[config.mk]
export PLATFORM = sky130hd
export DESIGN_NAME = vmvf_exec
export DESIGN_NICKNAME = d
export VERILOG_FILES = /design/src/rtl/core/vmvf_pkg.sv /design/src/rtl/core/vmvf_exec.sv
export SDC_FILE = /design/constraint.sdc
export NUM_CORES = 1
export LEC_CHECK = 0
export BUFFER_PORTS_ARGS = -buffer_cell sky130_fd_sc_hd__buf_2
export CAP_MARGIN = 10
export CORE_ASPECT_RATIO = 1.4
export CORE_MARGIN = 4
export CORE_UTILIZATION = 54
export DETAILED_ROUTE_END_ITERATION = 7
export PLACE_DENSITY = 0.91
export RECOVER_POWER = 25
export SYNTH_ARGS = -nofsm -noshare
export SYNTH_HDL_FRONTEND = slang
export SYNTH_SLANG_ARGS = --single-unit
[constraint.sdc]
create_clock -name vclk -period 3.67
set_clock_uncertainty 0.15 [all_clocks]
set_input_delay 0.367 -clock vclk [all_inputs]
set_output_delay 0.367 -clock vclk [all_outputs]
set_load 0.05 [all_outputs]
[src/rtl/core/vmvf_pkg.sv]
// Shared types, codes and helpers for the variable-file ALU.
// Used by vmvf_exec and vm_variable_file_alu; depends on nothing else.
package vmvf_pkg;

   localparam int VARIABLE_COUNT_DEF = 256;
   localparam int VARIABLE_WIDTH_DEF = 16;
   localparam int OUT_WIDTH          = 16;
   localparam int BLIT_VAR           = 'hF7;

   typedef logic [OUT_WIDTH-1:0] out_word_type;

   typedef enum logic [3:0] {
      MODE_MOV   = 4'd0,
      MODE_ADD   = 4'd1,
      MODE_SUB   = 4'd2,
      MODE_AND   = 4'd3,
      MODE_OR    = 4'd4,
      MODE_SHL   = 4'd5,
      MODE_SHR   = 4'd6,
      MODE_DBNZ  = 4'd7,
      MODE_CMP   = 4'd8,
      MODE_BLIT  = 4'd9
   } mode_type;

   typedef enum logic [1:0] {
      CSRC_VAR   = 2'd0,
      CSRC_IMM16 = 2'd1,
      CSRC_IMM8  = 2'd2
   } csrc_type;

   typedef enum logic [2:0] {
      COND_EQ = 3'd0,
      COND_NE = 3'd1,
      COND_GT = 3'd2,
      COND_GE = 3'd3,
      COND_LT = 3'd4,
      COND_LE = 3'd5
   } cond_type;

   typedef struct packed {
      logic wr_en;
      logic wr_blit;
      logic taken;
   } exec_ctrl_type;

   // Reduce an 8-bit index modulo count (count >= 16) by restoring subtraction.
   function automatic logic [7:0] wrap_index(input logic [7:0] idx, input int unsigned count);
      logic [12:0] v;
      logic [12:0] step;
      v = {5'b0, idx};
      for (int k = 4; k >= 0; k--) begin
         step = 13'(count << k);
         if (v >= step) begin
            v = v - step;
         end
      end
      return v[7:0];
   endfunction

endpackage

[src/rtl/core/vmvf_exec.sv]
// Combinational execute unit: one operation on two operand values.
// Depends on vmvf_pkg for mode, source and condition codes.
module vmvf_exec #(
   parameter int VARIABLE_WIDTH = vmvf_pkg::VARIABLE_WIDTH_DEF
) (
   input  logic [3:0]                vmode,
   input  logic [VARIABLE_WIDTH-1:0] op_d,
   input  logic [VARIABLE_WIDTH-1:0] op_s,
   input  logic [15:0]               imm,
   input  logic [1:0]                csrc,
   input  logic [2:0]                cond,
   output logic [VARIABLE_WIDTH-1:0] value,
   output vmvf_pkg::exec_ctrl_type   ctrl
);

   localparam int SHW = $clog2(VARIABLE_WIDTH);
   localparam int CW  = (VARIABLE_WIDTH > 16) ? VARIABLE_WIDTH : 16;

   logic                      shift_big;
   logic [VARIABLE_WIDTH-1:0] dec_v;
   logic signed [CW-1:0]      cmp_b;
   logic signed [CW-1:0]      cmp_a;
   logic                      hit;

   assign shift_big = (imm >= 16'(VARIABLE_WIDTH));
   assign dec_v     = op_d - VARIABLE_WIDTH'(1);
   assign cmp_b     = CW'($signed(op_d));

   always_comb begin
      case (csrc)
         vmvf_pkg::CSRC_VAR:   cmp_a = CW'($signed(op_s));
         vmvf_pkg::CSRC_IMM16: cmp_a = CW'($signed(imm));
         default:              cmp_a = CW'({8'b0, imm[7:0]});
      endcase
   end

   always_comb begin
      case (cond)
         vmvf_pkg::COND_EQ: hit = (cmp_b == cmp_a);
         vmvf_pkg::COND_NE: hit = (cmp_b != cmp_a);
         vmvf_pkg::COND_GT: hit = (cmp_b >  cmp_a);
         vmvf_pkg::COND_GE: hit = (cmp_b >= cmp_a);
         vmvf_pkg::COND_LT: hit = (cmp_b <  cmp_a);
         vmvf_pkg::COND_LE: hit = (cmp_b <= cmp_a);
         default:           hit = 1'b0;
      endcase
   end

   always_comb begin
      value = '0;
      ctrl  = '0;
      case (vmode)
         vmvf_pkg::MODE_MOV: begin
            value      = op_s;
            ctrl.wr_en = 1'b1;
         end
         vmvf_pkg::MODE_ADD: begin
            value      = op_d + op_s;
            ctrl.wr_en = 1'b1;
         end
         vmvf_pkg::MODE_SUB: begin
            value      = op_d - op_s;
            ctrl.wr_en = 1'b1;
         end
         vmvf_pkg::MODE_AND: begin
            value      = op_d & VARIABLE_WIDTH'(imm);
            ctrl.wr_en = 1'b1;
         end
         vmvf_pkg::MODE_OR: begin
            value      = op_d | VARIABLE_WIDTH'(imm);
            ctrl.wr_en = 1'b1;
         end
         vmvf_pkg::MODE_SHL: begin
            value      = shift_big ? '0 : (op_d << imm[SHW-1:0]);
            ctrl.wr_en = 1'b1;
         end
         vmvf_pkg::MODE_SHR: begin
            value      = shift_big ? '0 : (op_d >> imm[SHW-1:0]);
            ctrl.wr_en = 1'b1;
         end
         vmvf_pkg::MODE_DBNZ: begin
            value      = dec_v;
            ctrl.wr_en = 1'b1;
            ctrl.taken = (dec_v != '0);
         end
         vmvf_pkg::MODE_CMP: begin
            value      = op_d;
            ctrl.taken = hit;
         end
         vmvf_pkg::MODE_BLIT: begin
            value        = '0;
            ctrl.wr_en   = 1'b1;
            ctrl.wr_blit = 1'b1;
         end
         default: begin
            value = '0;
            ctrl  = '0;
         end
      endcase
   end

endmodule

==> metrics.txt <==
die area=0.009008 mm^2; critical path fanouts, max=4; vias after detailed routing=5747; drc violations=0; Nets=806; area grow syn2layout=31.24%; critical path class=in2out; layout cells sized above 1=32.02%; PnR worst setup slack=-0.2787 ns; total gr overflow=0; leak pwr=0.002332 uW; syn_nets=695; Final Util=72.55%; hold_buf cts=0; initial core utilization=55.28%; internal cell power=367.3 uW; DRT Pass-1 Iters=7; most common cell in the netlist=nor2_1; unrepaired setup endpoints after global routing=true; warnings from Yosys=0; Setup crit end kind=primary output; Tot GR Track Use=39.62%; failing checks=negative setup slack; synth unique cells=62; Hold Path Class=in2out; clock group share of total power=0%; sequential group share of total power=0%; area leader, netlist=ha_1; vias in the first global route=5567; antenna violations before repair=0; Post-Route WL=18.16 mm; dpl cells=807; Critical Path RT=3.15 ns; worst slack, placed=-0.3514 ns; synth cell count leaders=nor2_1, a21oi_1, o21ai_0; post-synth design cell area=0.004069 mm^2; largest net degree at the start of global routing=35; Detail Placement HPWL=13.99 mm; dominant cells by area after synthesis=ha_1, mux2i_1, nor2_1, a21oi_1, o21ai_0; Via density=7.104; Final Slew Violations=0; Synth Area per Inst=6.748 um^2; switching power=507.1 uW; diode count=0; first-pass GRT wire length=28.28 mm; maximum vdd ir drop=0.1190 mV; Die H=110.7 um; global placement routability congestion=1.121; io pins=76; Slew @ Worst Pin=0.6897 ns; final non-filler cell total=809; number of clock buffers in the layout=0; fmax=0.2532 GHz; sequential fraction of the synthesis area=0%; Final period util=107.6%; setup violators final=7; power per cell area=163.7 mW/mm^2; crit-path max cell delay=0.38 ns; DRT iter0 DRCs=793; Comb pwr share=100.0%; Hold Vio Cnt, Final=0; Critical Path AT=3.43 ns; routed len/inst=22.44 um; Sw Ratio=57.99%; WHS Path Cells=4; share of the synthesized area in the top cell type=10.46%; Rows=37; worst path cell trace=buf_6 > or3_4 > or3b_4 > or2_4 > o21ai_2 > xor2_1 > ha_1 > a211o_1 > o211ai_1 > nand2_1 > a31o_4 > xor2_2 > a211o_4 > buf_8; ANT nets after route=0; smallest hold slack=1.056 ns; worst relative slew slack=52.83%; slowest CP cell=or3_4; Gate Count Post-Synth=603; PortBufs=76; Die X=81.37 um; fin crit period=3.949 ns; Critical Path Start Type=primary input; FF+latch count=0; Register Area=0 um^2; outcome=finished with violations; core area=0.007361 mm^2; Max-Cap Viols=0
## final timing paths
kind                  startpoint        end  slack, ns
worst max-delay path     op_s[5]  value[11]      -0.28
worst min-delay path      imm[7]   value[7]       1.06
## cells in the final DEF (no fill, tap or decap), types with 6 or more instances in the layout
cell	synthesis	layout
xnor2_1	22	21
nand3_1	9	7
a21oi_1	45	43
inv_1	12	11
a211oi_1	7	7
or2_2	13	11
nand2b_1	7	6
a221o_1	11	11
o211ai_1	6	6
nor3_1	25	23
nand2_1	34	32
mux4_2	8	8
buf_4	0	84
a21o_1	12	12
or3_1	10	8
xor2_1	11	10
o21ai_0	44	39
a222oi_1	6	6
nor2_1	80	78
mux2i_1	42	42
ha_1	34	32
a211o_1	13	9
buf_6	1	12
nand4_1	8	8
buf_2	5	59
a221oi_1	11	11
## critical path: cells and delay by family
kind | cells | cell delay [ns]
adders and majority gates | 1 | 0.27
and+or+nand+nor | 4 | 1.11
xor gates and xnor gates | 2 | 0.31
buffers and inverters | 2 | 0.24
AOI/OAI and AO/OA | 5 | 1.13
## cell families after synthesis
family / synth area share (%)
AND/OR/NAND/NOR: 26.85
buffers and inverters: 6.365
AO/OA/AOI/OAI: 32.87
XOR/XNOR: 7.103
adder cells (fa/ha/maj): 10.95
multiplexers: 15.87
## per-stage QoR
stage | total power (uW) | TNS (ns) | area (um^2)
2_1_floorplan | 517.6 | -0.5881 | 4169
3_3_place_gp | 763.0 | -1.856 | 5061
3_5_place_dp | 784.1 | -2.173 | 5061
4_1_cts | 821.6 | -1.533 | 5195
5_1_grt | 929.4 | -2.434 | 5340
6_report | 874.4 | -1.456 | 5340
## layout make-up
type                            count  area [um^2]
Tap cell                           97        121.4
Fill cell                         600         2021
Inverter                           13        48.80
Timing Repair Buffer              161         1114
Multi-Input combinational cell    538         4056
## power by group through the flow
stage                     clock, uW  sequential (uW)  combinational [uW]
after global placement            0                0                 763
after detailed placement          0                0                 784
final                             0                0                 874
after floorplan                   0                0                 518
after CTS                         0                0                 822
after global routing              0                0                 929
## layer usage
| layer | vias up | share of wire [%] | track usage [%] |
|---|---|---|---|
| li1 | 2519 | - | - |
| met4 | 0 | 10 | 31.68 |
| met2 | 464 | 47 | 63.33 |
| met3 | 160 | 10 | 7.236 |
| met1 | 2604 | 33 | 44.39 |
| met5 | - | 0 | 0 |
## repair_timing
action                                  4_1_cts  5_1_grt
resized for setup                            31       35
buffers inserted                              2        1
pin swaps                                    10       17
endpoints found under the setup margin       10       11
Note: power is estimated with default switching activity, not from simulation.
